## src/rtl/core/tmq_pkg.sv

```systemverilog
// Types, codes and helper functions of the typed message queue.
package tmq_pkg;

	localparam int TMQ_QUEUE_DEPTH = 16;

	localparam int OP_W       = 2;
	localparam int TYPE_W     = 31;
	localparam int LEN_W      = 16;
	localparam int HANDLE_W   = 32;
	localparam int FILTER_W   = 32;
	localparam int RSIZE_W    = 17;
	localparam int STATUS_W   = 3;
	localparam int COUNT_W    = 5;
	localparam int BYTES_W    = 20;

	typedef enum logic [OP_W-1:0] {
		OP_SEND  = 2'd0,
		OP_RECV  = 2'd1,
		OP_CLEAR = 2'd2
	} tmq_op_t;

	typedef enum logic [STATUS_W-1:0] {
		ST_OK      = 3'd0,
		ST_INVALID = 3'd1,
		ST_TOO_BIG = 3'd2,
		ST_NO_MSG  = 3'd3,
		ST_WAIT    = 3'd4,
		ST_FULL    = 3'd5
	} tmq_status_t;

	typedef enum logic [2:0] {
		S_IDLE,
		S_DECODE,
		S_SCAN,
		S_EVAL,
		S_SHIFT,
		S_DONE
	} tmq_state_t;

	// Filter zero takes any type, a positive filter an equal type, a negative
	// filter any type up to its magnitude; the except flag inverts the answer.
	function automatic logic type_hit(input logic [TYPE_W-1:0] t,
					  input logic signed [FILTER_W-1:0] f,
					  input logic exc);
		logic [FILTER_W-1:0] mag;
		logic                hit;
		mag = -f;
		hit = (f == '0) || ({1'b0, t} == f) || (f[FILTER_W-1] && ({1'b0, t} <= mag));
		return hit ^ exc;
	endfunction

endpackage

```

## src/rtl/core/typed_message_queue_core.sv

```systemverilog
// Typed message queue: ordered mailbox with selective receive, top level.
//
// Words enter on the req channel and each one gives exactly one word on the
// rsp channel. A send, a clear or a rejected request goes from the decode
// state straight to the done state. A receive runs a sequencer around one
// type compare unit and one single-port-read memory: after the decode state
// it checks one queued entry per cycle from the oldest, or in copy mode reads
// the entry that the filter names and leaves it queued, then evaluates the
// match; removing the entry moves each younger entry one place toward the
// head through the memory's read and write ports. The queue stops taking
// requests from acceptance until its result sits in the output register;
// the output register lets a new request enter while the last result still
// waits to be taken.
module typed_message_queue_core #(
	parameter int QUEUE_DEPTH = tmq_pkg::TMQ_QUEUE_DEPTH
) (
	input  logic                                 clk,
	input  logic                                 arst_n,
	input  logic                                 req_valid,
	output logic                                 req_stall,
	input  logic [tmq_pkg::OP_W-1:0]             op,
	input  logic [tmq_pkg::TYPE_W-1:0]           msg_type,
	input  logic [tmq_pkg::LEN_W-1:0]            msg_length,
	input  logic [tmq_pkg::HANDLE_W-1:0]         payload_handle,
	input  logic signed [tmq_pkg::FILTER_W-1:0]  type_filter,
	input  logic signed [tmq_pkg::RSIZE_W-1:0]   receive_size,
	input  logic                                 no_wait,
	input  logic                                 no_error,
	input  logic                                 copy_mode,
	input  logic                                 except_mode,
	output logic                                 rsp_valid,
	input  logic                                 rsp_stall,
	output logic [tmq_pkg::STATUS_W-1:0]         status,
	output logic [tmq_pkg::TYPE_W-1:0]           got_type,
	output logic [tmq_pkg::LEN_W-1:0]            delivered_length,
	output logic [tmq_pkg::HANDLE_W-1:0]         got_handle,
	output logic [tmq_pkg::COUNT_W-1:0]          queued_count,
	output logic [tmq_pkg::BYTES_W-1:0]          queued_bytes
);
	import tmq_pkg::*;

	localparam int AW = (QUEUE_DEPTH > 1) ? $clog2(QUEUE_DEPTH) : 1;
	localparam int CW = $clog2(QUEUE_DEPTH + 1);
	localparam logic [CW-1:0] DEPTH_C = CW'(QUEUE_DEPTH);

	tmq_state_t state_q, state_d;

	// Captured request.
	logic [OP_W-1:0]            op_q;
	logic [TYPE_W-1:0]          msg_type_q;
	logic [LEN_W-1:0]           msg_length_q;
	logic [HANDLE_W-1:0]        handle_q;
	logic signed [FILTER_W-1:0] filter_q;
	logic signed [RSIZE_W-1:0]  rsize_q;
	logic                       no_wait_q;
	logic                       no_error_q;
	logic                       copy_q;
	logic                       except_q;

	// Queue state.
	logic [CW-1:0]      count_q;
	logic [BYTES_W-1:0] bytes_q;

	logic [TYPE_W-1:0]   mem_type   [QUEUE_DEPTH];
	logic [LEN_W-1:0]    mem_len    [QUEUE_DEPTH];
	logic [HANDLE_W-1:0] mem_handle [QUEUE_DEPTH];

	logic [TYPE_W-1:0]   rd_type_q;
	logic [LEN_W-1:0]    rd_len_q;
	logic [HANDLE_W-1:0] rd_handle_q;
	logic [CW-1:0]       rd_idx_q;

	logic [CW-1:0] sh_rd_q;
	logic [CW-1:0] sh_wr_q;
	logic          sh_live_q;

	tmq_status_t         res_status_q;
	logic [TYPE_W-1:0]   res_type_q;
	logic [LEN_W-1:0]    res_len_q;
	logic [HANDLE_W-1:0] res_handle_q;

	logic                rsp_valid_q;
	logic [STATUS_W-1:0] rsp_status_q;
	logic [TYPE_W-1:0]   rsp_type_q;
	logic [LEN_W-1:0]    rsp_len_q;
	logic [HANDLE_W-1:0] rsp_handle_q;
	logic [COUNT_W-1:0]  rsp_count_q;
	logic [BYTES_W-1:0]  rsp_bytes_q;

	// Memory port controls.
	logic                mem_re;
	logic [AW-1:0]       mem_raddr;
	logic                mem_we;
	logic [AW-1:0]       mem_waddr;
	logic [TYPE_W-1:0]   mem_wtype;
	logic [LEN_W-1:0]    mem_wlen;
	logic [HANDLE_W-1:0] mem_whandle;

	// Conditions shared by the sequencer and the datapath.
	logic          req_take;
	logic          send_ok;
	logic          queue_full;
	logic          recv_bad;
	logic          copy_hit;
	logic          scan_hit;
	logic          scan_more;
	logic [CW-1:0] rd_nxt;
	logic          too_big;
	logic          shift_rd;
	logic          shift_end;
	logic          rsp_load;
	tmq_status_t   miss_status;

	always_comb begin
		req_take    = req_valid && !req_stall;
		send_ok     = (msg_type_q != '0) && (msg_length_q != '0);
		queue_full  = count_q >= DEPTH_C;
		recv_bad    = rsize_q[RSIZE_W-1] || (copy_q && (!no_wait_q || except_q));
		copy_hit    = !filter_q[FILTER_W-1] &&
			      (filter_q[FILTER_W-2:0] < (FILTER_W-1)'(count_q));
		scan_hit    = type_hit(rd_type_q, filter_q, except_q);
		rd_nxt      = rd_idx_q + CW'(1);
		scan_more   = rd_nxt < count_q;
		too_big     = rd_len_q > rsize_q[LEN_W-1:0];
		shift_rd    = sh_rd_q < count_q;
		shift_end   = !shift_rd && !sh_live_q;
		rsp_load    = (state_q == S_DONE) && (!rsp_valid_q || !rsp_stall);
		miss_status = no_wait_q ? ST_NO_MSG : ST_WAIT;
	end

	// Next state.
	always_comb begin
		state_d = state_q;
		case (state_q)
			S_IDLE: begin
				if (req_valid) begin
					state_d = S_DECODE;
				end
			end
			S_DECODE: begin
				if (op_q == OP_RECV && !recv_bad) begin
					if (copy_q) begin
						state_d = copy_hit ? S_EVAL : S_DONE;
					end else begin
						state_d = (count_q != '0) ? S_SCAN : S_DONE;
					end
				end else begin
					state_d = S_DONE;
				end
			end
			S_SCAN: begin
				if (scan_hit) begin
					state_d = S_EVAL;
				end else if (!scan_more) begin
					state_d = S_DONE;
				end
			end
			S_EVAL: begin
				if ((too_big && !no_error_q) || copy_q) begin
					state_d = S_DONE;
				end else begin
					state_d = S_SHIFT;
				end
			end
			S_SHIFT: begin
				if (shift_end) begin
					state_d = S_DONE;
				end
			end
			S_DONE: begin
				if (rsp_load) begin
					state_d = S_IDLE;
				end
			end
			default: state_d = S_IDLE;
		endcase
	end

	// Handshake and memory port controls.
	always_comb begin
		req_stall   = (state_q != S_IDLE);
		mem_re      = 1'b0;
		mem_raddr   = '0;
		mem_we      = 1'b0;
		mem_waddr   = '0;
		mem_wtype   = rd_type_q;
		mem_wlen    = rd_len_q;
		mem_whandle = rd_handle_q;
		case (state_q)
			S_DECODE: begin
				if (op_q == OP_SEND && send_ok && !queue_full) begin
					mem_we      = 1'b1;
					mem_waddr   = count_q[AW-1:0];
					mem_wtype   = msg_type_q;
					mem_wlen    = msg_length_q;
					mem_whandle = handle_q;
				end
				if (op_q == OP_RECV && !recv_bad) begin
					mem_re    = 1'b1;
					mem_raddr = copy_q ? filter_q[AW-1:0] : '0;
				end
			end
			S_SCAN: begin
				mem_re    = !scan_hit && scan_more;
				mem_raddr = rd_nxt[AW-1:0];
			end
			S_SHIFT: begin
				// Read the next younger entry while the one read last cycle
				// lands one place closer to the head.
				mem_re    = shift_rd;
				mem_raddr = sh_rd_q[AW-1:0];
				mem_we    = sh_live_q;
				mem_waddr = sh_wr_q[AW-1:0];
			end
			default: begin
				mem_re = 1'b0;
			end
		endcase
	end

	// Control registers.
	always_ff @(posedge clk or negedge arst_n) begin
		if (!arst_n) begin
			state_q     <= S_IDLE;
			count_q     <= '0;
			bytes_q     <= '0;
			sh_live_q   <= 1'b0;
			rsp_valid_q <= 1'b0;
		end else begin
			state_q <= state_d;
			case (state_q)
				S_DECODE: begin
					if (op_q == OP_SEND && send_ok && !queue_full) begin
						count_q <= count_q + CW'(1);
						bytes_q <= bytes_q + BYTES_W'(msg_length_q);
					end else if (op_q == OP_CLEAR) begin
						count_q <= '0;
						bytes_q <= '0;
					end
				end
				S_EVAL: begin
					sh_live_q <= 1'b0;
					if (!(too_big && !no_error_q) && !copy_q) begin
						bytes_q <= bytes_q - BYTES_W'(rd_len_q);
					end
				end
				S_SHIFT: begin
					sh_live_q <= shift_rd;
					if (shift_end) begin
						count_q <= count_q - CW'(1);
					end
				end
				default: begin
					sh_live_q <= sh_live_q;
				end
			endcase
			if (rsp_load) begin
				rsp_valid_q <= 1'b1;
			end else if (rsp_valid_q && !rsp_stall) begin
				rsp_valid_q <= 1'b0;
			end
		end
	end

	// Entry memory.
	always_ff @(posedge clk) begin
		if (mem_we) begin
			mem_type[mem_waddr]   <= mem_wtype;
			mem_len[mem_waddr]    <= mem_wlen;
			mem_handle[mem_waddr] <= mem_whandle;
		end
		if (mem_re) begin
			rd_type_q   <= mem_type[mem_raddr];
			rd_len_q    <= mem_len[mem_raddr];
			rd_handle_q <= mem_handle[mem_raddr];
		end
	end

	// Datapath registers.
	always_ff @(posedge clk) begin
		if (req_take) begin
			op_q         <= op;
			msg_type_q   <= msg_type;
			msg_length_q <= msg_length;
			handle_q     <= payload_handle;
			filter_q     <= type_filter;
			rsize_q      <= receive_size;
			no_wait_q    <= no_wait;
			no_error_q   <= no_error;
			copy_q       <= copy_mode;
			except_q     <= except_mode;
		end
		case (state_q)
			S_DECODE: begin
				res_type_q   <= '0;
				res_len_q    <= '0;
				res_handle_q <= '0;
				rd_idx_q     <= copy_q ? filter_q[CW-1:0] : '0;
				case (op_q)
					OP_SEND: begin
						if (!send_ok) begin
							res_status_q <= ST_INVALID;
						end else if (queue_full) begin
							res_status_q <= ST_FULL;
						end else begin
							res_status_q <= ST_OK;
						end
					end
					OP_RECV: begin
						if (recv_bad) begin
							res_status_q <= ST_INVALID;
						end else if (copy_q ? !copy_hit : (count_q == '0)) begin
							res_status_q <= miss_status;
						end else begin
							res_status_q <= ST_OK;
						end
					end
					OP_CLEAR: res_status_q <= ST_OK;
					default:  res_status_q <= ST_INVALID;
				endcase
			end
			S_SCAN: begin
				if (!scan_hit) begin
					if (scan_more) begin
						rd_idx_q <= rd_nxt;
					end else begin
						res_status_q <= miss_status;
					end
				end
			end
			S_EVAL: begin
				sh_rd_q <= rd_idx_q + CW'(1);
				sh_wr_q <= rd_idx_q;
				if (too_big && !no_error_q) begin
					res_status_q <= ST_TOO_BIG;
				end else begin
					res_type_q   <= rd_type_q;
					res_len_q    <= too_big ? rsize_q[LEN_W-1:0] : rd_len_q;
					res_handle_q <= rd_handle_q;
				end
			end
			S_SHIFT: begin
				if (sh_live_q) begin
					sh_wr_q <= sh_wr_q + CW'(1);
				end
				if (shift_rd) begin
					sh_rd_q <= sh_rd_q + CW'(1);
				end
			end
			default: begin
				rd_idx_q <= rd_idx_q;
			end
		endcase
		if (rsp_load) begin
			rsp_status_q <= res_status_q;
			rsp_type_q   <= res_type_q;
			rsp_len_q    <= res_len_q;
			rsp_handle_q <= res_handle_q;
			rsp_count_q  <= COUNT_W'(count_q);
			rsp_bytes_q  <= bytes_q;
		end
	end

	assign rsp_valid        = rsp_valid_q;
	assign status           = rsp_status_q;
	assign got_type         = rsp_type_q;
	assign delivered_length = rsp_len_q;
	assign got_handle       = rsp_handle_q;
	assign queued_count     = rsp_count_q;
	assign queued_bytes     = rsp_bytes_q;

endmodule

```

## config.mk

```make
export PLATFORM = sky130hd
export DESIGN_NAME = typed_message_queue_core
export DESIGN_NICKNAME = d
export VERILOG_FILES = /design/src/rtl/core/tmq_pkg.sv /design/src/rtl/core/typed_message_queue_core.sv
export SDC_FILE = /design/constraint.sdc
export NUM_CORES = 2
export LEC_CHECK = 0
export ABC_AREA = 1
export BUFFER_PORTS_ARGS = -buffer_cell sky130_fd_sc_hd__buf_2
export CORE_ASPECT_RATIO = 0.5
export CORE_MARGIN = 3
export CORE_UTILIZATION = 35
export CTS_BUF_LIST = sky130_fd_sc_hd__clkbuf_16
export CTS_CLUSTER_SIZE = 12
export DETAILED_ROUTE_END_ITERATION = 8
export GPL_ROUTABILITY_DRIVEN = 0
export GPL_TIMING_DRIVEN = 0
export MAX_ROUTING_LAYER = met4
export PLACE_DENSITY = 0.55
export SYNTH_ARGS = -nofsm -noshare
export SYNTH_HDL_FRONTEND = slang
export SYNTH_SLANG_ARGS = --single-unit
```

## constraint.sdc

```tcl
create_clock -name clk -period 11.9 [get_ports clk]
set_input_delay 0.595 -clock clk [delete_from_list [all_inputs] [get_ports clk]]
set_output_delay 0.595 -clock clk [all_outputs]
set_load 0.03 [all_outputs]
```

==> impl_metrics.env <==
export IMPL_arrival_ns=5.85
export IMPL_grt_pass1_wl_um=327300
export IMPL_drt_iter0_markers=5298
export IMPL_final_cells=9087
export IMPL_setup_tns_ns=0
export IMPL_r2r_cells=9
export IMPL_clk_insertion_delay_late_ns=0.82
export IMPL_final_nets=6519
export IMPL_grt_total_usage_pct=22.17
export IMPL_drt_drc_violations_left=0
export IMPL_cp_max_fo=16
export IMPL_cp_required_ns=12.28
export IMPL_synth_common_cells="1,680 x edfxtp_1, 839 x nor2_1, 568 x nand3_1"
export IMPL_initial_core_util_pct=35.44
export IMPL_ys_flop_type="edfxtp_1"
export IMPL_clock_path_buffers=3
export IMPL_drive_above_1_share_pct=15.26
export IMPL_rows=116
export IMPL_first_pass_iters=6
export IMPL_min_period_ns=5.476
export IMPL_status="completed"
export IMPL_reg2reg_to="mem_handle[3][27]"
export IMPL_finalCritPeriodShare_pct=46.02
export IMPL_cts_sinks=1710
export IMPL_port_buffers=246
export IMPL_htree_levels=4
export IMPL_whs_ns=0.1137
export IMPL_total_power_mw=18.69
export IMPL_die_w_um=644.5
export IMPL_peakVddDrop_mv=0.1035
export IMPL_synth_edff_count=1680
export IMPL_area_delta_synth_final_pct=18.14
export IMPL_ant_nets=0
export IMPL_finalSetupViolations=0
export IMPL_whs_endpoint="rsize_q[0]"
export IMPL_ys_seq_area_share_pct=71.76
export IMPL_synthArstFlopShare_pct=1.754
export IMPL_rsz0062_at_grt="no"
export IMPL_cts_root_buf="clkbuf_16"
export IMPL_netlist_top_cell_by_area="edfxtp_1"
export IMPL_yosys_warnings=0
export IMPL_hold_start="receive_size[0]"
export IMPL_cts_tree="done"
export IMPL_cts_buffers_inserted=168
export IMPL_ioPinCount=247
export IMPL_yosys_area_top_type_share_pct=70.70
export IMPL_slew_viol_final=0
export IMPL_reg2reg_from="msg_length_q[15]"
export IMPL_worst_setup_path_end_kind="flop"
export IMPL_synth_cell_types=54
export IMPL_startpoint_type="flop"
export IMPL_netlist_area_um2=71350
export IMPL_overflow=0
export IMPL_power_density_nw_per_um2=221.7
export IMPL_relSlewSlack_pct=10.60
export IMPL_ys_seq_elements=1710
export IMPL_routedWlPerCell_um=25.29
export IMPL_setup_worst_path_class="reg2reg"
export IMPL_finalHoldViolCount=0
export IMPL_path_clk_slew_ns=0.07
export IMPL_core_um2=201300
export IMPL_holdPathStages=1
export IMPL_skew_ns=0.03137
export IMPL_yosys_top_cells_area="edfxtp_1 71%, nor2_1 4.4%, nand3_1 4.0%, o211ai_1 3.4%, o21ai_0 2.5%"
export IMPL_max_cap_viol_count=0
export IMPL_cts_resized=0
export IMPL_hold_class="in2reg"
export IMPL_syn_nets=5840
export IMPL_antenna_found_initial=17
export IMPL_vias=47700
export IMPL_first_global_vias=45670
export IMPL_clock_fmax_mhz=182.6
export IMPL_dp_cells=8691
export IMPL_die_y_um=325.3
export IMPL_routed_wl_um=229800
export IMPL_yosysMostFrequentCell="edfxtp_1"
export IMPL_r2r_slack_ns=6.42
export IMPL_synth_cells=5603
export IMPL_nFillCells=18630
export IMPL_worstPathCellList="nor2_1, nand4_1, nor3_1, a21oi_1, nand3_2, nor2_2, clkbuf_2, clkbuf_1, o21ai_1"
export IMPL_via_per_inst=5.249
export IMPL_tightest_slew_ns=1.341
export IMPL_max_stage_delay_ns=1.04
export IMPL_cp_slowest_cell="clkbuf_1"
export IMPL_die_area_um2=209600
export IMPL_grt_max_degree=42
export IMPL_place_hpwl_um=161300
export IMPL_avgSynthCellArea_um2=12.73
export IMPL_p_leak_nw=29.46
[stage by stage]
step                      area [um^2]  util [%]  worst slack, ns
after global routing            84280     41.86            6.190
after CTS                       84250     41.85            6.088
final                           84300     41.87            6.424
after global placement          75980     37.74           0.1016
after detailed placement        78100     38.80            6.102
after floorplan                 71350         -            4.829
[kinds of logic (layout without fill, tap and decap cells)]
family	Yosys count	in the layout	synth area share (%)
compound gates	935	935	7.814
xor+xnor	66	66	0.8101
fa+ha+maj	99	99	1.757
buf+inv	525	1278	3.493
flops	1710	1710	71.76
other cells	0	17	0
simple gates	2268	2268	14.37
[worst max path at each step]
stage | start | to | cells past startpoint | slack, ns
floorplan | state_q[0] | copy_q | 3 | 4.83
global placement | msg_length_q[15] | mem_handle[9][11] | 9 | 0.10
detailed placement | msg_length_q[15] | mem_handle[3][29] | 9 | 6.10
CTS | msg_length_q[15] | mem_handle[13][29] | 9 | 6.09
global route | msg_length_q[15] | mem_handle[2][30] | 9 | 6.19
finish | msg_length_q[15] | mem_handle[3][27] | 9 | 6.42
[cell type report]
class	count	area, um^2	share of cell area [%]
Sequential cell	1710	51200	60.74
Multi-Input combinational cell	3368	17840	21.16
Timing Repair Buffer	509	4523	5.366
Clock buffer	170	4254	5.047
Tap cell	2714	3396	4.028
Buffer	305	1667	1.977
Inverter	220	828.3	0.9826
Clock inverter	74	551.8	0.6546
Antenna cell	17	42.54	0.05047
[per-layer routing]
layer | part of all wire (%) | track usage (%)
met1 | 45 | 30.91
met2 | 45 | 33.22
met3 | 8.5 | 4.305
met4 | 2.2 | 5.730
met5 | 0 | -
[layout by cell type (no fill, tap or decap), drive strengths merged, types with 30 or more instances in the layout]
cell	Yosys	routed
dlygate4sd3	0	135
nand2	467	467
or2	323	323
ha	97	97
edfxtp	1680	1680
clkbuf	98	268
buf	207	581
inv	220	265
o21ai	482	482
nor2	847	847
nand3	569	569
xor2	43	43
a21oi	105	105
dfrtp	30	30
o211ai	320	320
[timing repair]
item                      CTS  global route
buffers inserted            0             0
hold endpoints to repair  164             0
hold buffers              135             0
[worst max-delay path: cells and delay by family (launching register included)]
family | cells | cell delay, ns
flops | 1 | 0.46
compound gates | 2 | 1.06
buf+inv | 2 | 1.81
simple gates | 5 | 1.65
[state kept, by name (all words and copies together), names as in the netlist, 16 cells and up]
name and count:
rsize_q 17, msg_type_q 31, got_type 31, handle_q 32, delivered_length 16, mem_type 496, bytes_q 20, res_handle_q 32
rd_type_q 31, queued_bytes 20, rd_len_q 16, msg_length_q 16, res_len_q 16, mem_len 256, mem_handle 512, got_handle 32
rd_handle_q 32, filter_q 32, res_type_q 31
[power breakdown]
part / switching, mW / internal, mW
combinational: 4.05 / 1.54
sequential: 0.315 / 7.86
clock: 2.27 / 2.65
total: 6.64 / 12.0
(Power assumes the default switching activity.)
